[src/design/ubxfc_pkg.sv]
// Package: parser phases, sync and class codes, verdict codes for the frame checker.
`default_nettype none

package ubxfc_pkg;

    typedef enum logic [3:0] {
        PH_SYNC1   = 4'd0,
        PH_SYNC2   = 4'd1,
        PH_CLASS   = 4'd2,
        PH_IDENT   = 4'd3,
        PH_LEN_LO  = 4'd4,
        PH_LEN_HI  = 4'd5,
        PH_PAYLOAD = 4'd6,
        PH_SUM_A   = 4'd7,
        PH_SUM_B   = 4'd8,
        PH_DONE    = 4'd9
    } phase_t;

    localparam logic [7:0] SYNC_FIRST  = 8'hB5;
    localparam logic [7:0] SYNC_SECOND = 8'h62;
    localparam logic [7:0] CLASS_ACK   = 8'h05;
    localparam logic [7:0] CLASS_CFG   = 8'h06;
    localparam logic [7:0] CLASS_NAV   = 8'h01;
    localparam logic [7:0] ID_ACK      = 8'h01;
    localparam logic [7:0] ID_NAK      = 8'h00;
    localparam logic [15:0] ACK_LENGTH = 16'd2;

    localparam logic [2:0] TYPE_NONE      = 3'd0;
    localparam logic [2:0] TYPE_ACK       = 3'd1;
    localparam logic [2:0] TYPE_NAK       = 3'd2;
    localparam logic [2:0] TYPE_ACK_OTHER = 3'd3;
    localparam logic [2:0] TYPE_CFG       = 3'd4;
    localparam logic [2:0] TYPE_NAV       = 3'd5;
    localparam logic [2:0] TYPE_OTHER     = 3'd6;

    localparam logic [1:0] VAL_UNDEFINED = 2'd0;
    localparam logic [1:0] VAL_INVALID   = 2'd1;
    localparam logic [1:0] VAL_VALID     = 2'd2;

    localparam logic [2:0] ERR_NONE      = 3'd0;
    localparam logic [2:0] ERR_SYNC      = 3'd1;
    localparam logic [2:0] ERR_ACK_LEN   = 3'd2;
    localparam logic [2:0] ERR_ZERO_LEN  = 3'd3;
    localparam logic [2:0] ERR_MISMATCH  = 3'd4;
    localparam logic [2:0] ERR_CHECKSUM  = 3'd5;
    localparam logic [2:0] ERR_TRUNCATED = 3'd6;
    localparam logic [2:0] ERR_TOO_LONG  = 3'd7;

    localparam logic RES_PAYLOAD = 1'b0;
    localparam logic RES_VERDICT = 1'b1;

    localparam logic [2:0] REG_REQ_CLASS = 3'd0;
    localparam logic [2:0] REG_REQ_ID    = 3'd4;

endpackage

`default_nettype wire

[src/design/ubx_frame_check_parser_unit.sv]
// Top level: byte-wise binary frame parser with header check and Fletcher-8 checksum.
//
// Input channel (in_valid/in_ready) takes one received byte per word, with
// last_of_read marking the final byte of a read; the byte after it is taken
// as the first sync byte of a new frame. Output channel (out_valid/out_ready)
// gives payload bytes of accepted frames (result_kind 0) and one verdict per
// frame (result_kind 1) with frame type, validity and error cause.
// Each word is decoded combinationally between the phase and sum registers and
// the output register; a result appears on the output in the cycle after its
// input word is accepted. Throughput is one word per cycle while the receiver
// takes results, as the phase and running sums update with each accepted word.
// in_ready is high while the output register is empty or being emptied, so
// a stalled receiver holds its result and stops input once that register is full.
// Reset returns the parser to the first sync byte, clears the held header and
// sums, empties the output register and clears requested_class and
// requested_id. The APB port sets requested_class at address 0 and
// requested_id at address 4; write it only while the block is idle.
`default_nettype none

module ubx_frame_check_parser_unit #(
    parameter int MAX_PAYLOAD = 256
) (
    input  wire logic        clk,
    input  wire logic        rst_n,

    input  wire logic        psel,
    input  wire logic        penable,
    input  wire logic        pwrite,
    input  wire logic [2:0]  paddr,
    input  wire logic [31:0] pwdata,
    output logic      [31:0] prdata,
    output logic             pready,

    input  wire logic        in_valid,
    output logic             in_ready,
    input  wire logic [7:0]  rx_byte,
    input  wire logic        last_of_read,

    output logic             out_valid,
    input  wire logic        out_ready,
    output logic             result_kind,
    output logic      [7:0]  payload_value,
    output logic      [7:0]  payload_position,
    output logic      [7:0]  frame_class,
    output logic      [7:0]  frame_ident,
    output logic      [15:0] frame_length,
    output logic      [2:0]  frame_type,
    output logic      [1:0]  validity,
    output logic      [2:0]  error_cause
);

    localparam int CNT_W = $clog2(MAX_PAYLOAD + 1);
    localparam logic [16:0] MAX_LEN = 17'(MAX_PAYLOAD);

    logic [7:0] req_class_reg;
    logic [7:0] req_id_reg;

    ubxfc_pkg::phase_t phase_reg, phase_next, step_phase;
    logic [CNT_W-1:0] cnt_reg, cnt_next, cnt_inc;
    logic [7:0]  held_class_reg, held_class_next;
    logic [7:0]  held_ident_reg, held_ident_next;
    logic [15:0] held_length_reg, held_length_next;
    logic [7:0]  sum_a_reg, sum_a_next;
    logic [7:0]  sum_b_reg, sum_b_next;
    logic [7:0]  recv_a_reg, recv_a_next;
    logic [2:0]  held_type_reg, held_type_next;

    logic [7:0]  sum_a_add, sum_b_add;
    logic [15:0] hdr_len;
    logic        is_ack, is_req, hdr_accept, sum_match;
    logic [2:0]  hdr_type, hdr_cause;

    logic        res_valid;
    logic        res_kind;
    logic [7:0]  res_value, res_pos;
    logic [2:0]  res_type, res_cause;
    logic [1:0]  res_validity;

    logic        out_valid_reg;
    logic        out_kind_reg;
    logic [7:0]  out_value_reg, out_pos_reg, out_class_reg, out_ident_reg;
    logic [15:0] out_length_reg;
    logic [2:0]  out_type_reg, out_cause_reg;
    logic [1:0]  out_validity_reg;

    logic        accept;
    logic        cfg_write;

    assign pready    = 1'b1;
    assign cfg_write = psel && penable && pwrite;
    assign prdata    = {24'h0, (paddr[2] ? req_id_reg : req_class_reg)};

    always_ff @(posedge clk or negedge rst_n)
    begin
        if (!rst_n)
        begin
            req_class_reg <= 8'h0;
            req_id_reg    <= 8'h0;
        end
        else if (cfg_write)
        begin
            if ((paddr & 3'b100) == ubxfc_pkg::REG_REQ_CLASS)
            begin
                req_class_reg <= pwdata[7:0];
            end
            else if ((paddr & 3'b100) == ubxfc_pkg::REG_REQ_ID)
            begin
                req_id_reg <= pwdata[7:0];
            end
        end
    end

    assign in_ready = !out_valid_reg || out_ready;
    assign accept   = in_valid && in_ready;

    assign sum_a_add = sum_a_reg + rx_byte;
    assign sum_b_add = sum_b_reg + sum_a_add;
    assign cnt_inc   = cnt_reg + 1'b1;
    assign hdr_len   = {rx_byte, held_length_reg[7:0]};
    assign is_ack    = held_class_reg == ubxfc_pkg::CLASS_ACK;
    assign is_req    = (held_class_reg == req_class_reg) && (held_ident_reg == req_id_reg);
    assign sum_match = (recv_a_reg == sum_a_reg) && (rx_byte == sum_b_reg);

    always_comb
    begin
        hdr_accept = 1'b0;
        hdr_type   = ubxfc_pkg::TYPE_NONE;
        hdr_cause  = ubxfc_pkg::ERR_MISMATCH;
        if (is_ack)
        begin
            hdr_cause  = ubxfc_pkg::ERR_ACK_LEN;
            hdr_accept = hdr_len == ubxfc_pkg::ACK_LENGTH;
            if (held_ident_reg == ubxfc_pkg::ID_ACK)
            begin
                hdr_type = ubxfc_pkg::TYPE_ACK;
            end
            else if (held_ident_reg == ubxfc_pkg::ID_NAK)
            begin
                hdr_type = ubxfc_pkg::TYPE_NAK;
            end
            else
            begin
                hdr_type = ubxfc_pkg::TYPE_ACK_OTHER;
            end
        end
        else if (is_req)
        begin
            if (hdr_len == 16'h0)
            begin
                hdr_cause = ubxfc_pkg::ERR_ZERO_LEN;
            end
            else if ({1'b0, hdr_len} > MAX_LEN)
            begin
                hdr_cause = ubxfc_pkg::ERR_TOO_LONG;
            end
            else
            begin
                hdr_accept = 1'b1;
            end
            if (held_class_reg == ubxfc_pkg::CLASS_CFG)
            begin
                hdr_type = ubxfc_pkg::TYPE_CFG;
            end
            else if (held_class_reg == ubxfc_pkg::CLASS_NAV)
            begin
                hdr_type = ubxfc_pkg::TYPE_NAV;
            end
            else
            begin
                hdr_type = ubxfc_pkg::TYPE_OTHER;
            end
        end
    end

    // next phase
    always_comb
    begin
        unique case (phase_reg)
            ubxfc_pkg::PH_SYNC1:
                step_phase = (rx_byte == ubxfc_pkg::SYNC_FIRST) ?
                             ubxfc_pkg::PH_SYNC2 : ubxfc_pkg::PH_DONE;
            ubxfc_pkg::PH_SYNC2:
                step_phase = (rx_byte == ubxfc_pkg::SYNC_SECOND) ?
                             ubxfc_pkg::PH_CLASS : ubxfc_pkg::PH_DONE;
            ubxfc_pkg::PH_CLASS:   step_phase = ubxfc_pkg::PH_IDENT;
            ubxfc_pkg::PH_IDENT:   step_phase = ubxfc_pkg::PH_LEN_LO;
            ubxfc_pkg::PH_LEN_LO:  step_phase = ubxfc_pkg::PH_LEN_HI;
            ubxfc_pkg::PH_LEN_HI:
                step_phase = hdr_accept ? ubxfc_pkg::PH_PAYLOAD : ubxfc_pkg::PH_DONE;
            ubxfc_pkg::PH_PAYLOAD:
                step_phase = (16'(cnt_inc) >= held_length_reg) ?
                             ubxfc_pkg::PH_SUM_A : ubxfc_pkg::PH_PAYLOAD;
            ubxfc_pkg::PH_SUM_A:   step_phase = ubxfc_pkg::PH_SUM_B;
            ubxfc_pkg::PH_SUM_B:   step_phase = ubxfc_pkg::PH_DONE;
            ubxfc_pkg::PH_DONE:    step_phase = ubxfc_pkg::PH_DONE;
            default:               step_phase = ubxfc_pkg::PH_DONE;
        endcase
        phase_next = last_of_read ? ubxfc_pkg::PH_SYNC1 : step_phase;
    end

    // held fields and result
    always_comb
    begin
        cnt_next         = cnt_reg;
        held_class_next  = held_class_reg;
        held_ident_next  = held_ident_reg;
        held_length_next = held_length_reg;
        sum_a_next       = sum_a_reg;
        sum_b_next       = sum_b_reg;
        recv_a_next      = recv_a_reg;
        held_type_next   = held_type_reg;
        res_valid        = 1'b0;
        res_kind         = ubxfc_pkg::RES_VERDICT;
        res_value        = 8'h0;
        res_pos          = 8'h0;
        res_type         = ubxfc_pkg::TYPE_NONE;
        res_validity     = ubxfc_pkg::VAL_UNDEFINED;
        res_cause        = ubxfc_pkg::ERR_NONE;

        unique case (phase_reg)
            ubxfc_pkg::PH_SYNC1:
            begin
                cnt_next         = '0;
                held_class_next  = 8'h0;
                held_ident_next  = 8'h0;
                held_length_next = 16'h0;
                sum_a_next       = 8'h0;
                sum_b_next       = 8'h0;
                recv_a_next      = 8'h0;
                held_type_next   = ubxfc_pkg::TYPE_NONE;
                if (rx_byte != ubxfc_pkg::SYNC_FIRST)
                begin
                    res_valid = 1'b1;
                    res_cause = ubxfc_pkg::ERR_SYNC;
                end
            end
            ubxfc_pkg::PH_SYNC2:
            begin
                if (rx_byte != ubxfc_pkg::SYNC_SECOND)
                begin
                    res_valid = 1'b1;
                    res_cause = ubxfc_pkg::ERR_SYNC;
                end
            end
            ubxfc_pkg::PH_CLASS:
            begin
                held_class_next = rx_byte;
                sum_a_next      = sum_a_add;
                sum_b_next      = sum_b_add;
            end
            ubxfc_pkg::PH_IDENT:
            begin
                held_ident_next = rx_byte;
                sum_a_next      = sum_a_add;
                sum_b_next      = sum_b_add;
            end
            ubxfc_pkg::PH_LEN_LO:
            begin
                held_length_next = {8'h0, rx_byte};
                sum_a_next       = sum_a_add;
                sum_b_next       = sum_b_add;
            end
            ubxfc_pkg::PH_LEN_HI:
            begin
                held_length_next = hdr_len;
                sum_a_next       = sum_a_add;
                sum_b_next       = sum_b_add;
                if (hdr_accept)
                begin
                    held_type_next = hdr_type;
                end
                else
                begin
                    res_valid    = 1'b1;
                    res_validity = ubxfc_pkg::VAL_INVALID;
                    res_cause    = hdr_cause;
                end
            end
            ubxfc_pkg::PH_PAYLOAD:
            begin
                sum_a_next = sum_a_add;
                sum_b_next = sum_b_add;
                cnt_next   = cnt_inc;
                res_valid  = 1'b1;
                res_kind   = ubxfc_pkg::RES_PAYLOAD;
                res_value  = rx_byte;
                res_pos    = 8'(cnt_reg);
            end
            ubxfc_pkg::PH_SUM_A:
            begin
                recv_a_next = rx_byte;
            end
            ubxfc_pkg::PH_SUM_B:
            begin
                res_valid    = 1'b1;
                res_type     = held_type_reg;
                res_validity = sum_match ? ubxfc_pkg::VAL_VALID : ubxfc_pkg::VAL_INVALID;
                res_cause    = sum_match ? ubxfc_pkg::ERR_NONE : ubxfc_pkg::ERR_CHECKSUM;
            end
            default:
            begin
                res_valid = 1'b0;
            end
        endcase

        // truncated read overrides any payload word of this step
        if (last_of_read && (step_phase != ubxfc_pkg::PH_DONE))
        begin
            res_valid    = 1'b1;
            res_kind     = ubxfc_pkg::RES_VERDICT;
            res_value    = 8'h0;
            res_pos      = 8'h0;
            res_type     = held_type_next;
            res_validity = ubxfc_pkg::VAL_INVALID;
            res_cause    = ubxfc_pkg::ERR_TRUNCATED;
        end
    end

    always_ff @(posedge clk or negedge rst_n)
    begin
        if (!rst_n)
        begin
            phase_reg       <= ubxfc_pkg::PH_SYNC1;
            cnt_reg         <= '0;
            held_class_reg  <= 8'h0;
            held_ident_reg  <= 8'h0;
            held_length_reg <= 16'h0;
            sum_a_reg       <= 8'h0;
            sum_b_reg       <= 8'h0;
            recv_a_reg      <= 8'h0;
            held_type_reg   <= ubxfc_pkg::TYPE_NONE;
        end
        else if (accept)
        begin
            phase_reg       <= phase_next;
            cnt_reg         <= cnt_next;
            held_class_reg  <= held_class_next;
            held_ident_reg  <= held_ident_next;
            held_length_reg <= held_length_next;
            sum_a_reg       <= sum_a_next;
            sum_b_reg       <= sum_b_next;
            recv_a_reg      <= recv_a_next;
            held_type_reg   <= held_type_next;
        end
    end

    always_ff @(posedge clk or negedge rst_n)
    begin
        if (!rst_n)
        begin
            out_valid_reg <= 1'b0;
        end
        else if (accept && res_valid)
        begin
            out_valid_reg <= 1'b1;
        end
        else if (out_ready)
        begin
            out_valid_reg <= 1'b0;
        end
    end

    always_ff @(posedge clk)
    begin
        if (accept && res_valid)
        begin
            out_kind_reg     <= res_kind;
            out_value_reg    <= res_value;
            out_pos_reg      <= res_pos;
            out_class_reg    <= held_class_next;
            out_ident_reg    <= held_ident_next;
            out_length_reg   <= held_length_next;
            out_type_reg     <= res_type;
            out_validity_reg <= res_validity;
            out_cause_reg    <= res_cause;
        end
    end

    assign out_valid        = out_valid_reg;
    assign result_kind      = out_kind_reg;
    assign payload_value    = out_value_reg;
    assign payload_position = out_pos_reg;
    assign frame_class      = out_class_reg;
    assign frame_ident      = out_ident_reg;
    assign frame_length     = out_length_reg;
    assign frame_type       = out_type_reg;
    assign validity         = out_validity_reg;
    assign error_cause      = out_cause_reg;

endmodule

`default_nettype wire

[config.mk]
export PLATFORM = sky130hd
export DESIGN_NAME = ubx_frame_check_parser_unit
export DESIGN_NICKNAME = d
export VERILOG_FILES = /design/src/design/ubxfc_pkg.sv /design/src/design/ubx_frame_check_parser_unit.sv
export SDC_FILE = /design/constraint.sdc
export NUM_CORES = 1
export LEC_CHECK = 0
export ABC_CLOCK_PERIOD_IN_PS = 12800
export BUFFER_PORTS_ARGS = -buffer_cell sky130_fd_sc_hd__buf_2
export CAP_MARGIN = 20
export CORE_MARGIN = 1
export CORE_UTILIZATION = 25
export CTS_CLUSTER_DIAMETER = 200
export DETAILED_ROUTE_END_ITERATION = 8
export PLACE_DENSITY = 0.39
export SETUP_SLACK_MARGIN = 0.15
export SLEW_MARGIN = 30
export SYNTH_ARGS = -nofsm -noshare
export SYNTH_HDL_FRONTEND = slang
export SYNTH_SLANG_ARGS = --single-unit
[constraint.sdc]
create_clock -name clk -period 12.8 [get_ports clk]
set_input_delay 0.64 -clock clk [delete_from_list [all_inputs] [get_ports clk]]
set_output_delay 0.64 -clock clk [all_outputs]
set_load 0.01 [all_outputs]
==> out/results.tsv <==
metric	value	unit
Synth Warn #	0	
Post-synth ARST share	61.0	%
Wirelength per Cell	18.2	um
Finish-stage setup viols	0	
CP max stage delay	610	ps
Yosys top cell by area	dfrtp_1	
Tmin final	3940	ps
PwrDens	149	mW/mm^2
DRC	0	
Worst Tran Pin Value	944	ps
Std-Cell Rows	63	
CP startpoint kind	flop	
Total Wirelength	20900	um
Synth Flop Type	dfrtp_1	
Initial Util	25.6	%
Post-CTS Hold Buffers	0	
Post-Synth Adder-Cell Area	4.46	%
largest cells by area after synthesis	dfrtp_1, edfxtp_1, mux2_2	
Flop pwr share	43.3	%
Die H	177	um
Synth cell types	56	
Post-CTS Resized	0	
Skew-Pair Late Insertion Delay	430	ps
clock power share	38.0	%
largest family of logic cells by synthesized area	simple AND/OR/NAND/NOR gates	
kind of critical path	flop to flop	
area grow syn2layout	18.5	%
Clock Tree Buf Depth	2	
Critical-path top delay cell	o32ai_1	
Cells after Synth	659	
Worst R2R Path Depth	12	
logic gate share of total power	18.7	%
vias in the first global route	5700	
die area	0.0313	sq mm
internal power	0.940	mW
1st-iter DRT viols	343	
pin count of the biggest net entering global routing	66	
reg2reg end	validity[1]$_SDFFCE_PP0P_	
GP Congestion	0.801	
total CTS buffers	17	
register area share after synthesis	51.6	%
CTS tree	done	
worst setup path end	validity[1]$_SDFFCE_PP0P_	
hold crit path type	input port to async pin	
first-pass GRT wire length	32800	um
max-slew violation count	0	
EDFF count, synth	57	
Clock Skew	12.1	ps
Worst-path clk slew	70	ps
Via density	4.70	
max_cap viols	0	
post-route core utilization	30.3	%
Synth top area share	29.2	%
Worst setup startpoint	cnt_reg[2]$_DFFE_PN0P_	
CP dominant cell by count	and3_1	
post-synthesis cell area	0.00764	sq mm
Simple-Gate Fraction of Synth Area	13.1	%
core area	0.0299	sq mm
switching share of power	30.4	%
Post-CTS Setup Bufs	0	
Reg2Reg Setup Slack	8860	ps
CTS root buf	clkbuf_16	
Synth Area in XOR/XNOR	5.96	%
FILL cells	3037	
unrepaired setup endpoints after global routing	no	
I/O pin count	143	
drt pass-1 iters	4	
DP HPWL	14400	um
Crit path required time	12860	ps
maximum fanout along the worst path	57	
# diodes	0	
# port buffers	91	
Final Hold Fails	0	
Mean Syn Cell Area	11.6	sq um
initial antenna violation count	0	
CP arrival	4000	ps
Slew headroom	36.6	%
Pleak	4.09	nW
vias	5392	
layout cells sized above 1	26.9	%
Critical Path End Type	flop	
WHS	116	ps
Final ANT Viol Nets	0	
TritonCTS Sinks	146	
FF-to-FF Start	cnt_reg[2]$_DFFE_PN0P_	
P_sw	0.411	mW
all-layer global routing usage	13.9	%
die width	177	um
Cell Chain, Critical Path	and3_1 > and3_1 > xor2_1 > ha_1 > a211oi_1 > nor2_1 > nor3_1 > a21oi_1 > o32ai_1 > nor4_2 > nor2_4 > buf_4	
VDD IR max	83.5	uV
htree depth	4	
TNS Setup	0	ps
synthesized flop and latch total	146	
nets	822	
maximum clock frequency	254	MHz
post-synthesis mux area share	7.96	%
Tcrit/Tclk final	30.8	%
Synth Area in Compound Gates	11.7	%
GRT Residual Overflow	0	
status	completed	
-- stage by stage --
stage	cells	power (mW)	setup WS, ps	instance area [sq um]
final	1148	1.35	8860	9050
after global routing	1148	1.42	8550	9050
after CTS	1148	1.37	8840	9040
after detailed placement	1116	0.853	8830	8430
after global placement	1116	0.847	8680	8420
after floorplan	682	0.751	7660	7720
-- power groups by stage --
stage | Sequential (mW) | Clock (mW) | Combinational, mW
final | 0.585 | 0.513 | 0.253
after CTS | 0.586 | 0.525 | 0.260
after floorplan | 0.601 | 0 | 0.150
after detailed placement | 0.595 | 0 | 0.258
after global routing | 0.592 | 0.547 | 0.281
after global placement | 0.593 | 0 | 0.254
-- layout by cell type, fill, tap and decap left out, types with 16 or more instances in the layout --
cell       synthesis  routed
edfxtp_1          57      57
clkbuf_16          0      21
xor2_1            40      40
nor2_1            20      19
a22o_1            35      35
inv_1             21      21
nand2_1           37      37
ha_1              24      24
dfrtp_1           89      89
o21ai_0           32      32
mux2_2            54      54
conb_1             2      25
nand3_1           30      30
a21oi_1           16      16
buf_2              2      90
-- logic make-up (layout without fill, tap and decap cells) --
group	after synthesis	count (layout)
AOI/OAI and AO/OA	123	123
xor gates and xnor gates	52	52
adders and majority gates	26	26
buffers and inverters	75	151
DFF	146	146
muxes	54	54
other	2	25
and+or+nand+nor	181	181
-- area by class of cell --
class	instances	area, sq um	area share, %
clock buffer	22	529	5.85
clock inverter	10	82.6	0.913
inverter	21	78.8	0.871
multi-input combinational	461	3420	37.8
sequential	146	3940	43.5
tap	390	488	5.39
timing repair buffer	98	514	5.68
-- how the worst min path moves through the flow --
stage	startpoint	to	slack, ps	depth (start not counted)
6_report	rst_n	held_length_reg[6]$_DFFE_PN0P_	120	1
4_1_cts	rst_n	held_length_reg[6]$_DFFE_PN0P_	120	1
5_1_grt	rst_n	held_length_reg[6]$_DFFE_PN0P_	120	1
2_1_floorplan	rst_n	cnt_reg[0]$_DFFE_PN0P_	340	0
3_5_place_dp	held_type_reg[1]$_DFFE_PN0P_	held_type_reg[1]$_DFFE_PN0P_	490	1
3_3_place_gp	held_type_reg[1]$_DFFE_PN0P_	held_type_reg[1]$_DFFE_PN0P_	490	1
-- cell usage after synthesis (all sizes together), types with 9 or more instances --
library cell / n
dfrtp: 89
edfxtp: 57
mux2: 54
xor2: 40
nand2: 37
a22o: 35
o21ai: 35
buf: 32
nand3: 30
ha: 24
and2: 23
clkbuf: 22
inv: 21
nor2: 21
a21oi: 16
nor4: 15
nor3: 14
xnor2: 12
a32o: 9
-- per-layer routing --
layer	vias to the layer above	wire length (um)	share of wire [%]	global-route usage, %
met5	-	0	0	0
met1	2686	9820	47	18.6
li1	2544	-	-	-
met3	24	909	4.4	3.03
met4	0	397	1.9	4.71
met2	138	9770	47	22.0
-- worst max-delay path: cells and delay by family (launching register included) --
kind,cells,cell delay [ps]
xor gates and xnor gates,1,160
and+or+nand+nor,6,990
DFF,1,450
buffers and inverters,1,570
adders and majority gates,1,300
AOI/OAI and AO/OA,3,1010
Power figures use the tool's default switching activity.
